==> config.mk <==
export PLATFORM = sky130hd
export DESIGN_NAME = draw_command_list_walker
export DESIGN_NICKNAME = d
export VERILOG_FILES = /design/src/design/dclw_pkg.sv /design/src/design/dclw_step.sv /design/src/design/draw_command_list_walker.sv
export SDC_FILE = /design/constraint.sdc
export NUM_CORES = 1
export LEC_CHECK = 0
export ABC_CLOCK_PERIOD_IN_PS = 4800
export BUFFER_PORTS_ARGS = -buffer_cell sky130_fd_sc_hd__buf_2
export CAP_MARGIN = 20
export CELL_PAD_IN_SITES_DETAIL_PLACEMENT = 1
export CELL_PAD_IN_SITES_GLOBAL_PLACEMENT = 1
export CORE_ASPECT_RATIO = 2
export CORE_MARGIN = 10
export CORE_UTILIZATION = 50
export CTS_CLUSTER_DIAMETER = 120
export DETAILED_ROUTE_END_ITERATION = 16
export GPL_ROUTABILITY_DRIVEN = 0
export GPL_TIMING_DRIVEN = 0
export PLACE_DENSITY = 0.92
export SLEW_MARGIN = 20
export SYNTH_ARGS = -nofsm -noshare
export SYNTH_HDL_FRONTEND = slang
export SYNTH_SLANG_ARGS = --single-unit
export TNS_END_PERCENT = 5
==> constraint.sdc <==
create_clock -name clk -period 4.8 [get_ports clk]
set_input_delay 1.44 -clock clk [delete_from_list [all_inputs] [get_ports clk]]
set_output_delay 1.44 -clock clk [all_outputs]
set_load 0.05 [all_outputs]
==> src/design/dclw_pkg.sv <==
`timescale 1ns / 1ps
// Shared types, codes and constants of the draw command list walker.
// No dependencies; used by dclw_step and draw_command_list_walker.
package dclw_pkg;

	localparam int FETCH_BITS   = 19;
	localparam int TABLE_STRIDE = 32'h20;
	localparam int CTRL_END_BIT  = 15;
	localparam int CTRL_SKIP_BIT = 14;
	localparam int CTRL_JUMP_HI  = 13;
	localparam int CTRL_JUMP_LO  = 12;
	localparam int CTRL_CODE_HI  = 3;

	localparam logic OP_START   = 1'b0;
	localparam logic OP_COMMAND = 1'b1;

	localparam logic [15:0] COUNT_MAX          = 16'hFFFF;
	localparam logic [15:0] TRIGGER_MODE_RESET = 16'd0;
	localparam logic        DISPLAY_EN_RESET   = 1'b1;
	localparam logic [15:0] CMD_LIMIT_RESET    = 16'd2000;

	typedef enum logic [1:0] {
		CFG_TRIGGER_MODE   = 2'd0,
		CFG_DISPLAY_ENABLE = 2'd1,
		CFG_COMMAND_LIMIT  = 2'd2
	} cfg_reg_t;

	typedef enum logic [1:0] {
		JUMP_NEXT   = 2'd0,
		JUMP_ASSIGN = 2'd1,
		JUMP_CALL   = 2'd2,
		JUMP_RETURN = 2'd3
	} jump_t;

	typedef enum logic [3:0] {
		KIND_NONE      = 4'd0,
		KIND_SPRITE    = 4'd1,
		KIND_SCALED    = 4'd2,
		KIND_DISTORTED = 4'd3,
		KIND_POLYGON   = 4'd4,
		KIND_POLYLINE  = 4'd5,
		KIND_LINE      = 4'd6,
		KIND_USER_CLIP = 4'd7,
		KIND_SYS_CLIP  = 4'd8,
		KIND_LOCAL     = 4'd9,
		KIND_BAD       = 4'd10
	} kind_t;

	typedef struct packed {
		logic        operation;
		logic [15:0] control_word;
		logic [15:0] link_word;
	} cmd_t;

	typedef struct packed {
		logic [3:0]            dispatch_kind;
		logic [FETCH_BITS-1:0] fetch_address;
		logic                  walk_active;
		logic                  finished;
		logic [1:0]            end_status;
	} res_t;

	typedef struct packed {
		logic [15:0] trigger_mode;
		logic        display_enable;
		logic [15:0] command_limit;
	} cfg_t;

	typedef struct packed {
		logic       walking;
		logic       return_valid;
		logic [1:0] status_bits;
	} walk_flags_t;

	function automatic kind_t kind_of_code(input logic [3:0] code);
		kind_t k;
		unique case (code)
			4'h0: k = KIND_SPRITE;
			4'h1: k = KIND_SCALED;
			4'h2: k = KIND_DISTORTED;
			4'h4: k = KIND_POLYGON;
			4'h5: k = KIND_POLYLINE;
			4'h6: k = KIND_LINE;
			4'h8: k = KIND_USER_CLIP;
			4'h9: k = KIND_SYS_CLIP;
			4'hA: k = KIND_LOCAL;
			default: k = KIND_BAD;
		endcase
		return k;
	endfunction

endpackage

==> src/design/dclw_step.sv <==
`timescale 1ns / 1ps
// Decode of one start or command word and the next walker state.
// Depends on dclw_pkg.
module dclw_step #(
	parameter int ADDR_BITS = 19
) (
	input  dclw_pkg::cmd_t        cmd,
	input  dclw_pkg::cfg_t        cfg,
	input  logic [ADDR_BITS-1:0]  table_addr,
	input  logic [ADDR_BITS-1:0]  ret_addr,
	input  logic [15:0]           count,
	input  dclw_pkg::walk_flags_t flags,
	output logic [ADDR_BITS-1:0]  table_addr_nx,
	output logic [ADDR_BITS-1:0]  ret_addr_nx,
	output logic [15:0]           count_nx,
	output dclw_pkg::walk_flags_t flags_nx,
	output dclw_pkg::res_t        res
);

	localparam int EXT_BITS = (ADDR_BITS > dclw_pkg::FETCH_BITS) ? ADDR_BITS
		: dclw_pkg::FETCH_BITS;

	logic [ADDR_BITS-1:0] seq_addr;
	logic [ADDR_BITS-1:0] link_addr;
	logic [EXT_BITS-1:0]  ext_addr;
	dclw_pkg::jump_t      jump;

	assign seq_addr  = table_addr + ADDR_BITS'(dclw_pkg::TABLE_STRIDE);
	assign link_addr = ADDR_BITS'({cmd.link_word, 3'b000});
	assign jump      = dclw_pkg::jump_t'(
		cmd.control_word[dclw_pkg::CTRL_JUMP_HI:dclw_pkg::CTRL_JUMP_LO]);

	always_comb begin
		table_addr_nx     = table_addr;
		ret_addr_nx       = ret_addr;
		count_nx          = count;
		flags_nx          = flags;
		res.dispatch_kind = dclw_pkg::KIND_NONE;
		res.finished      = 1'b0;
		if (cmd.operation == dclw_pkg::OP_START) begin
			// restart; a refused start leaves the end status alone
			table_addr_nx         = '0;
			ret_addr_nx           = '0;
			count_nx              = '0;
			flags_nx.return_valid = 1'b0;
			if (cfg.trigger_mode == '0 || !cfg.display_enable) begin
				flags_nx.walking = 1'b0;
			end else begin
				flags_nx.walking     = 1'b1;
				flags_nx.status_bits = {1'b0, flags.status_bits[1]};
			end
		end else if (flags.walking) begin
			if (cmd.control_word[dclw_pkg::CTRL_END_BIT] || count >= cfg.command_limit) begin
				flags_nx.walking        = 1'b0;
				flags_nx.status_bits[1] = 1'b1;
				res.finished            = 1'b1;
			end else begin
				if (!cmd.control_word[dclw_pkg::CTRL_SKIP_BIT]) begin
					res.dispatch_kind = dclw_pkg::kind_of_code(
						cmd.control_word[dclw_pkg::CTRL_CODE_HI:0]);
				end
				unique case (jump)
					dclw_pkg::JUMP_NEXT: begin
						table_addr_nx = seq_addr;
					end
					dclw_pkg::JUMP_ASSIGN: begin
						table_addr_nx = link_addr;
					end
					dclw_pkg::JUMP_CALL: begin
						// one level only: keep the first return address
						if (!flags.return_valid) begin
							ret_addr_nx           = seq_addr;
							flags_nx.return_valid = 1'b1;
						end
						table_addr_nx = link_addr;
					end
					dclw_pkg::JUMP_RETURN: begin
						if (flags.return_valid) begin
							table_addr_nx         = ret_addr;
							flags_nx.return_valid = 1'b0;
						end else begin
							table_addr_nx = seq_addr;
						end
					end
					default: begin
						table_addr_nx = seq_addr;
					end
				endcase
				if (count != dclw_pkg::COUNT_MAX) begin
					count_nx = count + 16'd1;
				end
			end
		end
		ext_addr          = EXT_BITS'(table_addr_nx);
		res.fetch_address = ext_addr[dclw_pkg::FETCH_BITS-1:0];
		res.walk_active   = flags_nx.walking;
		res.end_status    = flags_nx.status_bits;
	end

endmodule

==> src/design/draw_command_list_walker.sv <==
`timescale 1ns / 1ps
// Top level of the draw command list walker: word registers, walker state,
// configuration registers. Depends on dclw_pkg and dclw_step.
//
//  channel | direction | handshake             | payload
//  --------+-----------+-----------------------+-------------------------------
//  cmd     | in        | cmd_valid / cmd_ready | cmd  (dclw_pkg::cmd_t)
//  res     | out       | res_valid / res_ready | res  (dclw_pkg::res_t)
//  cfg     | in        | cfg_valid / cfg_ready | cfg_index (2 b), cfg_data (16 b)
//
// One word per cycle sustained while the result register is not stalled. A
// word is held in the input register, decoded against the walker state, and
// its result lands in the output register.
// The walker state is updated in the same cycle as the decode, so the next word
// sees it at once. A stalled result register holds the input register, which
// then drops cmd_ready. Reset clears the walker state and loads the register
// defaults (trigger mode 0, display on, limit 2000). cfg_ready is always high.
module draw_command_list_walker #(
	parameter int ADDR_BITS = 19
) (
	input  logic              clk,
	input  logic              arst_n,
	input  logic              cmd_valid,
	output logic              cmd_ready,
	input  dclw_pkg::cmd_t    cmd,
	output logic              res_valid,
	input  logic              res_ready,
	output dclw_pkg::res_t    res,
	input  logic              cfg_valid,
	output logic              cfg_ready,
	input  logic [1:0]        cfg_index,
	input  logic [15:0]       cfg_data
);

	// input register
	logic           valid_s1;
	dclw_pkg::cmd_t cmd_s1;

	// output register
	logic           res_valid_q;
	dclw_pkg::res_t res_q;

	// configuration
	dclw_pkg::cfg_t cfg_q;

	// walker state
	logic [ADDR_BITS-1:0]  table_addr_q;
	logic [ADDR_BITS-1:0]  ret_addr_q;
	logic [15:0]           count_q;
	dclw_pkg::walk_flags_t flags_q;

	logic [ADDR_BITS-1:0]  table_addr_nx;
	logic [ADDR_BITS-1:0]  ret_addr_nx;
	logic [15:0]           count_nx;
	dclw_pkg::walk_flags_t flags_nx;
	dclw_pkg::res_t        res_nx;

	logic fire;

	// decode the held word once the result register has room
	assign fire      = valid_s1 && (!res_valid_q || res_ready);
	assign cmd_ready = !valid_s1 || fire;
	assign res_valid = res_valid_q;
	assign res       = res_q;
	assign cfg_ready = 1'b1;

	dclw_step #(
		.ADDR_BITS(ADDR_BITS)
	) u_step (
		.cmd          (cmd_s1),
		.cfg          (cfg_q),
		.table_addr   (table_addr_q),
		.ret_addr     (ret_addr_q),
		.count        (count_q),
		.flags        (flags_q),
		.table_addr_nx(table_addr_nx),
		.ret_addr_nx  (ret_addr_nx),
		.count_nx     (count_nx),
		.flags_nx     (flags_nx),
		.res          (res_nx)
	);

	// control and walker state
	always_ff @(posedge clk or negedge arst_n) begin
		if (!arst_n) begin
			valid_s1     <= 1'b0;
			res_valid_q  <= 1'b0;
			table_addr_q <= '0;
			ret_addr_q   <= '0;
			count_q      <= '0;
			flags_q      <= '0;
		end else begin
			if (cmd_ready) begin
				valid_s1 <= cmd_valid;
			end
			if (fire) begin
				res_valid_q  <= 1'b1;
				table_addr_q <= table_addr_nx;
				ret_addr_q   <= ret_addr_nx;
				count_q      <= count_nx;
				flags_q      <= flags_nx;
			end else if (res_ready) begin
				res_valid_q <= 1'b0;
			end
		end
	end

	// payload registers: no reset needed
	always_ff @(posedge clk) begin
		if (cmd_ready && cmd_valid) begin
			cmd_s1 <= cmd;
		end
		if (fire) begin
			res_q <= res_nx;
		end
	end

	// configuration registers; an index beyond the list is dropped
	always_ff @(posedge clk or negedge arst_n) begin
		if (!arst_n) begin
			cfg_q.trigger_mode   <= dclw_pkg::TRIGGER_MODE_RESET;
			cfg_q.display_enable <= dclw_pkg::DISPLAY_EN_RESET;
			cfg_q.command_limit  <= dclw_pkg::CMD_LIMIT_RESET;
		end else if (cfg_valid && cfg_ready) begin
			unique case (dclw_pkg::cfg_reg_t'(cfg_index))
				dclw_pkg::CFG_TRIGGER_MODE: begin
					cfg_q.trigger_mode <= cfg_data;
				end
				dclw_pkg::CFG_DISPLAY_ENABLE: begin
					cfg_q.display_enable <= cfg_data[0];
				end
				dclw_pkg::CFG_COMMAND_LIMIT: begin
					cfg_q.command_limit <= cfg_data;
				end
				default: begin
				end
			endcase
		end
	end

`ifndef SYNTH
	// a finishing word stops the walk and marks the current frame ended
	a_finish_stops: assert property (@(posedge clk) disable iff (!arst_n)
		fire && res_nx.finished |=> !flags_q.walking && flags_q.status_bits[1])
		else $error("walk still active after a finishing word");

	// a start word restarts the walk at table zero with a clear count
	a_start_clears: assert property (@(posedge clk) disable iff (!arst_n)
		fire && cmd_s1.operation == dclw_pkg::OP_START |=>
			table_addr_q == '0 && count_q == '0 && !flags_q.return_valid)
		else $error("start word did not clear walker state");

	// a held word with a stalled result must block new input
	a_stall_blocks: assert property (@(posedge clk) disable iff (!arst_n)
		valid_s1 && res_valid_q && !res_ready |-> !cmd_ready)
		else $error("input accepted while the pipeline is stalled");

	// the walker state moves only when a word is decoded
	a_state_hold: assert property (@(posedge clk) disable iff (!arst_n)
		!fire |=> $stable(table_addr_q) && $stable(count_q))
		else $error("walker state changed without a decoded word");
`endif

endmodule
## Word level (Yosys, flattened, before mapping)

Memories as Yosys holds them, arrays and structs flattened. A register that Yosys moved wholly into a read port is not among the register bits.
Cells that the tools add are included.

- Register bits after elaboration: 149
- Bits in read-only memories: 64
- Input port bits: 56
- Output and inout port bits: 30
- Word-level logic and storage cells: 82
- Memories: 1

- Add/sub/neg operators: 2
- $lt $le $gt $ge: 1
- Eq/ne operators: 11
- Multiplexer cells: 25
- Bitwise logic cells: 2
- Reductions and logical operators: 22

Memories:

| memory | words | bits a word | read ports | clocked after memory_dff | write ports | RTL line | source |
|---|---|---|---|---|---|---|---|
| (no name shown) | 16 | 4 | 1 | 1 | 0 | dclw_pkg.sv:77 | `unique case (code)` |

Operators with widths:

| operator | count |
|---|---|
| two-way mux 19 bit | 8 |
| two-way mux 16 bit | 4 |
| case mux 19 bit (3 select lines) | 1 |
| adder 19 x 6 -> 19 bit (second input constant) | 1 |
| adder 16 x 1 -> 16 bit (second input constant) | 1 |
| >= comparator 16 bit | 1 |
| zero test 16 bit | 1 |
| inequality test 16 bit (second input constant) | 1 |
| AND reduction 4 bit | 3 |
| two-way mux 1 bit | 8 |
| AND reduction 2 bit | 4 |
| == test 2 bit (second input constant) | 3 |
| two-way mux 3 bit | 2 |
| inequality test 2 x 1 -> 1 bit (second input constant) | 3 |
| == test 2 x 1 -> 1 bit (second input constant) | 2 |
| zero test 2 bit | 2 |
| logical OR 1 bit | 4 |
| OR reduction 4 bit | 1 |
| zero test 1 bit | 3 |
| inequality test 3 x 1 -> 1 bit (second input constant) | 1 |
| logical AND 1 bit | 2 |
| two-way mux 2 bit | 1 |
| inequality test 2 bit (second input constant) | 1 |
| inverter 1 bit | 2 |
| 3 further kinds | 3 |

## Depth between registers and ports, before layout

Gate-level depths: netlist (run 1).

- Depth in word-level cells: 6
- Gate-level depth with buffers: 10

## Hierarchy

A second synthesis (run 1) with hierarchy kept.

- Cell total of the unflattened synthesis: 711
- Area, all modules: 8040.2 um^2

Modules (own cells, without submodules):

| module | times used | cells an instance | area an instance (um^2) | sequential area each (um^2) |
|---|---|---|---|---|
| draw_command_list_walker | 1 | 265 | 5312.6 | 4137.7 |
| dclw_step | 1 | 446 | 2727.6 | 0.0 |

## Worst setup path after synthesis (run 1)

OpenSTA, ideal clock, no wires.

- Path type: input -> register
- Start point: in res_ready
- End point: reg table_addr_q[4]
- Setup time: 0.092 ns
- Data arrival time: 3.448 ns
- Path slack: 1.260 ns
- Stages: 7
- Path buffers: 2
- Path through: nand2b_1 > nand2_1 > inv_1 > clkbuf_1 > buf_1 > o21ai_0 > a31oi_1

- Word-level cells in the longest chain between the ends: 2

RTL lines:

| element | RTL line | source |
|---|---|---|
| from (decl) | draw_command_list_walker.sv:27 | `input logic res_ready,` |
| logical OR 1 bit | draw_command_list_walker.sv:61 | `assign fire = valid_s1 && (!res_valid_q \|\| res_ready);` |
| logical AND 1 bit | draw_command_list_walker.sv:61 |  |
| via fire | draw_command_list_walker.sv:58 | `logic fire;` |
| to (signal assigned) | draw_command_list_walker.sv:98 | `table_addr_q <= table_addr_nx;` |
| to (decl) | draw_command_list_walker.sv:47 | `logic [ADDR_BITS-1:0] table_addr_q;` |

The timed path passes the listed nets, and every way through them passes these cells.
A chain may end at the register's enable or synchronous reset.

## Worst setup path after layout (run 1)

- Start point: reg cfg_q[9] in the netlist's numbering
- End point: reg ret_addr_q[3]

- Word-level cells in the longest chain between the ends: 4

RTL lines:

| element | RTL line | source |
|---|---|---|
| from (decl) | draw_command_list_walker.sv:44 | `dclw_pkg::cfg_t cfg_q;` |
| >= comparator 16 bit | dclw_step.sv:53 | `if (cmd.control_word[dclw_pkg::CTRL_END_BIT] \|\| count >= cfg.command_limit) begin` |
| logical OR 1 bit | dclw_step.sv:53 |  |
| inequality test 2 bit (no source line) | - |  |
| AND reduction 4 bit (no source line) | - |  |
| to (signal assigned) | draw_command_list_walker.sv:99 | `ret_addr_q <= ret_addr_nx;` |
| to (decl) | draw_command_list_walker.sv:48 | `logic [ADDR_BITS-1:0] ret_addr_q;` |

Every way passes these cells.

==> results_tabular.tex, run 1 <==
\begin{tabular}{lr}
\hline
Metric & Value \\
\hline
\multicolumn{2}{l}{\textbf{Status}} \\
\quad Status & complete, no violations \\
\multicolumn{2}{l}{\textbf{STA}} \\
\quad Worst-margin pin slew & 767 ps \\
\quad Min Tclk post-route & 3510 ps \\
\quad Period Utilization, post-route & 0.732 \\
\quad Largest clock skew in the final design & 11.3 ps \\
\quad Max-slew headroom at the worst pin & 0.489 \\
\quad Worst hold slack & 507 ps \\
\quad Number of endpoints failing setup at the final stage & 0 \\
\quad Highest attainable clock frequency & 285 MHz \\
\quad Number of hold violations in the final report & 0 \\
\quad Total negative slack & 0 ps \\
\quad Final Max Tran Viols & 0 \\
\quad RSZ-0062 raised after global routing & false \\
\multicolumn{2}{l}{\textbf{Global route}} \\
\quad Busiest layer in global routing & met2 \\
\quad Met1 Usage GRT & 0.229 \\
\quad Met2 routing resource usage after global routing & 0.480 \\
\quad Number of global-route vias before repair & 7198 \\
\quad Met3 routing resource usage after global routing & 0.0608 \\
\quad Initial antenna violation count & 0 \\
\quad First-pass GRT wire length & 39.8 mm \\
\quad Overflow left after global routing & 0 \\
\quad Largest net degree at the start of global routing & 64 \\
\quad Overall Global Routing Usage & 0.258 \\
\multicolumn{2}{l}{\textbf{Yosys}} \\
\quad Most instantiated cells after synthesis & dfrtp\_1, nand2\_1, edfxtp\_1 \\
\quad Syn nets & 734 \\
\quad Count of flip-flops with a built-in enable after synthesis & 52 \\
\quad Cells taking the most area after synthesis & dfrtp\_1, edfxtp\_1, mux2\_2 \\
\quad Synth area leader & dfrtp\_1 \\
\quad Ys Warns & 0 \\
\quad FFs w/ async S/R, synth & 0.641 \\
\quad Library cell with the highest instance count after synthesis & dfrtp\_1 \\
\quad Sequential-to-total area share from yosys stat & 0.547 \\
\quad Average cell area after synthesis & 10.9 µm² \\
\quad Gate count after technology mapping & 653 \\
\quad \#FFs+latches synth & 145 \\
\quad Mapped Area & 7120 µm² \\
\quad Post-synth top area share & 0.302 \\
\quad Number of distinct library cell variants in the gate-level netlist after synthesis & 59 \\
\quad Top FF cell, synth & dfrtp\_1 \\
\multicolumn{2}{l}{\textbf{CTS}} \\
\quad Clock insertion delay at the later pin of the skew report & 430 ps \\
\quad Number of H-tree levels & 4 \\
\quad \# resized after CTS & 0 \\
\quad TritonCTS clock tree & built \\
\quad Maximum clock insertion buffer count & 2 \\
\quad CTS Root Buffer Type & clkbuf\_16 \\
\quad Number of clock sinks seen by CTS & 145 \\
\quad Buffers inserted during post-CTS setup optimization & 0 \\
\quad Clock buffers created by TritonCTS & 17 \\
\quad Hold buffer count at cts & 0 \\
\quad Clk pin slew, worst setup/hold paths & 70 ps \\
\multicolumn{2}{l}{\textbf{Setup path}} \\
\quad Maximum fanout encountered on the critical timing path & 10 \\
\quad Depth of the most critical reg-to-reg path & 9 \\
\quad Launching point of the worst reg2reg path & cfg\_q[9]\$\_DFFE\_PN1P\_ \\
\quad Classification of the worst setup path & flip-flop to flip-flop \\
\quad Capturing point of the worst reg2reg path & ret\_addr\_q[3]\$\_DFFE\_PN0P\_ \\
\quad Critical path startpoint category & flip-flop \\
\quad Critical path required time & 5070 ps \\
\quad Worst setup slack for register-to-register paths & 1290 ps \\
\quad Arrival @ worst endpoint & 3780 ps \\
\quad Crit. End Element & flip-flop \\
\multicolumn{2}{l}{\textbf{Drt}} \\
\quad Drt initial violations & 632 \\
\quad Detailed-route wire length & 25.5 mm \\
\quad Via total after detailed routing & 6436 \\
\quad DR WL/cell & 26.8 µm \\
\quad Number of detailed-routing iterations run before antenna repair & 11 \\
\quad Antenna-violating nets left & 0 \\
\quad Number of DRC violations after detailed routing & 0 \\
\quad Ratio of routed vias to standard cells & 6.76 \\
\multicolumn{2}{l}{\textbf{Floorplan}} \\
\quad Boundary Pins & 86 \\
\quad Effective utilization at floorplan & 0.510 \\
\quad Die width & 104 µm \\
\quad Vertical extent of the die & 189 µm \\
\quad Die Outline Area & 19700 µm² \\
\quad Floorplan row count & 61 \\
\quad CORE AREA & 14000 µm² \\
\multicolumn{2}{l}{\textbf{Hold path}} \\
\quad Hold EP & cfg\_q[5]\$\_DFFE\_PN0P\_ \\
\quad Type of the worst min-delay path & flip-flop to flip-flop \\
\quad Worst hold path depth & 1 \\
\quad Hold\_sp & cfg\_q[5]\$\_DFFE\_PN0P\_ \\
\multicolumn{2}{l}{\textbf{Finish}} \\
\quad Total Nets Final & 831 \\
\quad Layout cells sized above 1 & 0.216 \\
\quad Area overhead of the layout relative to synthesis & 19.0\% \\
\quad ANT cells & 0 \\
\multicolumn{2}{l}{\textbf{Placement}} \\
\quad Count of input and output buffers & 76 \\
\quad Dpl hpwl & 17.1 mm \\
\multicolumn{2}{l}{\textbf{Run}} \\
\quad Max-cap check violation count & 0 \\
\multicolumn{2}{l}{\textbf{Power and ir drop}} \\
\quad Standby leakage power & 0.00352 µW \\
\quad Pwr/cell area & 480 nW/µm² \\
\quad Worst VDD drop & 0.310 mV \\
\hline
\end{tabular}
-- state kept, by name (all words and copies together), names as in the netlist --
register / cells
cfg_q: 33
cmd_s1: 25
count_q: 16
flags_q: 4
res: 27
res_valid: 1
ret_addr_q: 19
table_addr_q: 19
valid_s1: 1
-- kinds of logic after synthesis --
family	after synthesis	share of synthesized area
flip-flops	145	0.547
XOR/XNOR	12	0.0148
adder cells (fa/ha/maj)	25	0.0439
multiplexers	35	0.0552
AO/OA/AOI/OAI	160	0.160
other	1	0.000527
buffers and inverters	68	0.0378
AND/OR/NAND/NOR	207	0.140
-- routing by layer --
layer	part of all wire	wire, µm
met1	0.31	7990
met2	0.54	13800
met3	0.068	1720
met4	0.076	1930
met5	0	0
-- worst max path at each step --
stage / to / slack (ps) / from
final: ret_addr_q[3]$_DFFE_PN0P_ / 1290 / cfg_q[9]$_DFFE_PN1P_
after global routing: count_q[0]$_DFFE_PN0P_ / 1240 / cfg_q[9]$_DFFE_PN1P_
after CTS: cmd_ready / 1370 / res_ready
after detailed placement: count_q[0]$_DFFE_PN0P_ / 1150 / res_ready
after global placement: table_addr_q[4]$_DFFE_PN0P_ / 230 / res_ready
after floorplan: table_addr_q[4]$_DFFE_PN0P_ / 1260 / res_ready
-- cell usage in the layout, fill, tap and decap left out, types with 5 or more instances in the layout --
master      n
or3_1       5
a22oi_1     8
xnor2_1     9
o21ai_1    13
or4_1       7
and3_1      8
ha_1       25
o31ai_1    10
nor4_1      7
edfxtp_1   52
a22o_1      5
o21ai_0    15
nand4_1    12
o22ai_1    10
clkbuf_16  21
inv_1      30
a31oi_1     7
o21a_1      5
o311ai_1   14
nor3_1      9
nand2b_1    6
dfstp_2     7
nand3_1    35
clkbuf_1   30
nor2_1     29
nand2_1    75
dfrtp_1    86
o22a_1      7
mux2_2     34
a211oi_1   10
buf_2      81
a21oi_1    24
-- metrics by stage --
stage                     power (µW)   util  area, µm²  worst slack (ps)  cells
after CTS                       4040  0.606       8470              1370    952
after floorplan                 2220      -       7120              1260    653
after global placement          2430  0.554       7740               230    918
after global routing            4190  0.607       8470              1240    952
final                           4070  0.607       8470              1290    952
after detailed placement        2530  0.559       7800              1150    920
-- cell type report --
class	count	area, µm²
Clock buffer	24	557
Tap cell	189	236
Inverter	30	113
Timing Repair Buffer	78	442
Fill cell	1504	5500
Sequential cell	145	3900
Multi-Input combinational cell	440	2960
Clock inverter	8	108
Buffer	38	158
-- worst max-delay path, cell delays in order (launching register included) --
cell and delay [ps]:
dfstp_2 540, inv_1 40, ha_1 300, nand4_1 180, nor3_1 510, a311oi_2 290, a21oi_2 320, buf_2 320
clkbuf_1 580, o211ai_1 250
-- report_power, final --
group,total (µW),switching [µW],leakage (µW),internal [µW]
Clock,1480,556,0.000328,923
Sequential,1700,191,0.00167,1510
Combinational,887,591,0.00152,296
Total,4070,1340,0.00352,2730
Note: power is estimated with default switching activity, not from simulation.
==> run 2, diff against run 1 <==
ABC_CLOCK_PERIOD_IN_PS = 3300   (was 4800)
CORE_UTILIZATION = 46   (was 50)
PLACE_DENSITY = 0.86   (was 0.92)
clock period = 3.3 ns   (was 4.8 ns; I/O delays follow)
==> run 2 against run 1 <==
Compared with the run above:
- core utilization decreased by 5.7 points
- sequential share of layout area increased by 0.38 points
- design area decreased by 0.81%
- worst hold slack got worse by 110 ps
- global-route usage decreased by 2.2 points
- power increased by 39%
- first-iteration DRC count decreased by 56%
==> results_tabular.tex, run 2 (synthesis gave the netlist of run 1 again) <==
\begin{tabular}{lr}
\hline
Metric & Value \\
\hline
\multicolumn{2}{l}{\textbf{Status}} \\
\quad Status & complete, no violations \\
\multicolumn{2}{l}{\textbf{STA}} \\
\quad Period Utilization, post-route & 0.948 \\
\quad Min Tclk post-route & 3130 ps \\
\quad Number of hold violations in the final report & 0 \\
\quad Max-slew headroom at the worst pin & 0.279 \\
\quad Final Max Tran Viols & 0 \\
\quad Worst setup margin & 173 ps \\
\quad Largest clock skew in the final design & 9.43 ps \\
\quad Total negative slack & 0 ps \\
\quad Highest attainable clock frequency & 320 MHz \\
\quad Worst-margin pin slew & 1080 ps \\
\quad Number of endpoints failing setup at the final stage & 0 \\
\quad RSZ-0062 raised after global routing & false \\
\multicolumn{2}{l}{\textbf{Finish}} \\
\quad Final standard cell area without fillers & 8400 µm² \\
\quad Most common library cell in the layout ignoring fill and taps & dfrtp\_1 \\
\quad Fin util & 0.549 \\
\quad Largest register by flop count & cfg\_q \\
\quad Total Nets Final & 831 \\
\quad Area overhead of the layout relative to synthesis & 18.0\% \\
\quad Highest-count cells in the layout ignoring fill and taps & dfrtp\_1, buf\_2, nand2\_1, edfxtp\_1, nand3\_1 \\
\quad ANT cells & 0 \\
\quad Fillcell total & 1649 \\
\quad Layout cells sized above 1 & 0.220 \\
\quad Number of flip-flops in the largest register & 33 \\
\multicolumn{2}{l}{\textbf{CTS}} \\
\quad Number of clock sinks seen by CTS & 145 \\
\quad Hold buffer count at cts & 0 \\
\quad Clock buffers created by TritonCTS & 17 \\
\quad Maximum clock insertion buffer count & 2 \\
\quad Clock insertion delay at the later pin of the skew report & 430 ps \\
\quad Number of H-tree levels & 4 \\
\quad \# resized after CTS & 0 \\
\quad Buffers inserted during post-CTS setup optimization & 0 \\
\quad TritonCTS clock tree & built \\
\quad Clk pin slew, worst setup/hold paths & 60 ps \\
\quad CTS Root Buffer Type & clkbuf\_16 \\
\multicolumn{2}{l}{\textbf{Floorplan}} \\
\quad Boundary Pins & 86 \\
\quad Floorplan row count & 64 \\
\quad CORE AREA & 15300 µm² \\
\quad Effective utilization at floorplan & 0.466 \\
\quad Vertical extent of the die & 196 µm \\
\quad Die width & 108 µm \\
\quad Die Outline Area & 21200 µm² \\
\multicolumn{2}{l}{\textbf{Setup path}} \\
\quad Maximum fanout encountered on the critical timing path & 10 \\
\quad Cell-by-cell listing of the critical path & inv\_1 -> ha\_1 -> nand4\_1 -> nor3\_1 -> a311oi\_2 -> a21oi\_2 -> clkbuf\_1 -> o311ai\_1 \\
\quad Classification of the worst setup path & flip-flop to flip-flop \\
\quad Arrival @ worst endpoint & 3390 ps \\
\quad Kind of cell adding the most delay to the critical path & compound AO/OA/AOI/OAI gates \\
\quad Critical path required time & 3560 ps \\
\quad Crit path max-delay cell type & clkbuf\_1 \\
\quad Worst stage delay on the critical path & 590 ps \\
\quad Crit. End Element & flip-flop \\
\quad Buffers \& Inverters on Critical Path & 2 \\
\quad Critical path startpoint category & flip-flop \\
\multicolumn{2}{l}{\textbf{Power and ir drop}} \\
\quad Pwr/cell area & 672 nW/µm² \\
\quad Worst VDD drop & 0.382 mV \\
\quad Standby leakage power & 0.00346 µW \\
\multicolumn{2}{l}{\textbf{Drt}} \\
\quad Drt initial violations & 275 \\
\quad Detailed-route wire length & 24.4 mm \\
\quad Number of detailed-routing iterations run before antenna repair & 5 \\
\quad Antenna-violating nets left & 0 \\
\quad DR WL/cell & 25.4 µm \\
\quad Via total after detailed routing & 6130 \\
\quad Number of DRC violations after detailed routing & 0 \\
\quad Ratio of routed vias to standard cells & 6.38 \\
\multicolumn{2}{l}{\textbf{Global route}} \\
\quad Number of global-route vias before repair & 7048 \\
\quad Initial antenna violation count & 0 \\
\quad Overflow left after global routing & 0 \\
\quad Overall Global Routing Usage & 0.236 \\
\quad Largest net degree at the start of global routing & 75 \\
\quad First-pass GRT wire length & 37.9 mm \\
\multicolumn{2}{l}{\textbf{Placement}} \\
\quad Placed cell area & 7810 µm² \\
\quad Pre-CTS WS & 68.7 ps \\
\quad Count of input and output buffers & 76 \\
\quad Dpl hpwl & 17.5 mm \\
\multicolumn{2}{l}{\textbf{Run}} \\
\quad Max-cap check violation count & 0 \\
\multicolumn{2}{l}{\textbf{Hold path}} \\
\quad Type of the worst min-delay path & input port to async pin \\
\hline
\end{tabular}
run 2: layer usage:
metal / up-vias / share of wire / global-route usage
met1: 3097 / 0.31 / 0.200
met4: 0 / 0.081 / 0.200
met2: 268 / 0.56 / 0.440
met3: 123 / 0.048 / 0.0499
met5: - / 0 / 0
li1: 2642 / - / -
run 2: cell type report:
class / instances / area, µm² / area share
flip-flops and latches: 145 / 3900 / 0.464
multi-input cells: 440 / 2960 / 0.352
clock buffers: 20 / 447 / 0.0532
repair buffers: 78 / 442 / 0.0526
well taps: 198 / 248 / 0.0295
plain buffers: 38 / 163 / 0.0194
clock inverters: 12 / 134 / 0.0159
inverters: 30 / 113 / 0.0134
run 2: power breakdown:
part / switching, µW / internal (µW)
clock network: 806 / 1140
registers: 255 / 2200
logic: 819 / 432
total: 1880 / 3770
run 2: final timing paths:
path,start,to,slack [ps],depth (start not counted)
worst max-delay path,cfg_q[9]$_DFFE_PN1P_,ret_addr_q[17]$_DFFE_PN0P_,170,8
worst min-delay path,arst_n,cfg_q[26]$_DFFE_PN0P_,390,1
worst max register to register,cfg_q[9]$_DFFE_PN1P_,ret_addr_q[17]$_DFFE_PN0P_,170,8
worst min register to register,ret_addr_q[16]$_DFFE_PN0P_,ret_addr_q[16]$_DFFE_PN0P_,510,2
max in group asynchronous,arst_n,cfg_q[16]$_DFFE_PN1P_,2200,2
min in group clk,ret_addr_q[16]$_DFFE_PN0P_,ret_addr_q[16]$_DFFE_PN0P_,510,2
run 2: through the flow:
stage	total power [µW]	hold WS, ps	instances
3_3_place_gp	3540	456	927
4_1_cts	5630	393	961
3_5_place_dp	3670	487	929
2_1_floorplan	3230	442	653
5_1_grt	5850	399	961
6_report	5650	395	961
run 2: worst reg2reg max path: stages (launching register included):
cell and delay (ps):
dfstp_2 530, inv_1 50, ha_1 290, nand4_1 210
nor3_1 440, a311oi_2 260, a21oi_2 340, clkbuf_1 590
o311ai_1 250
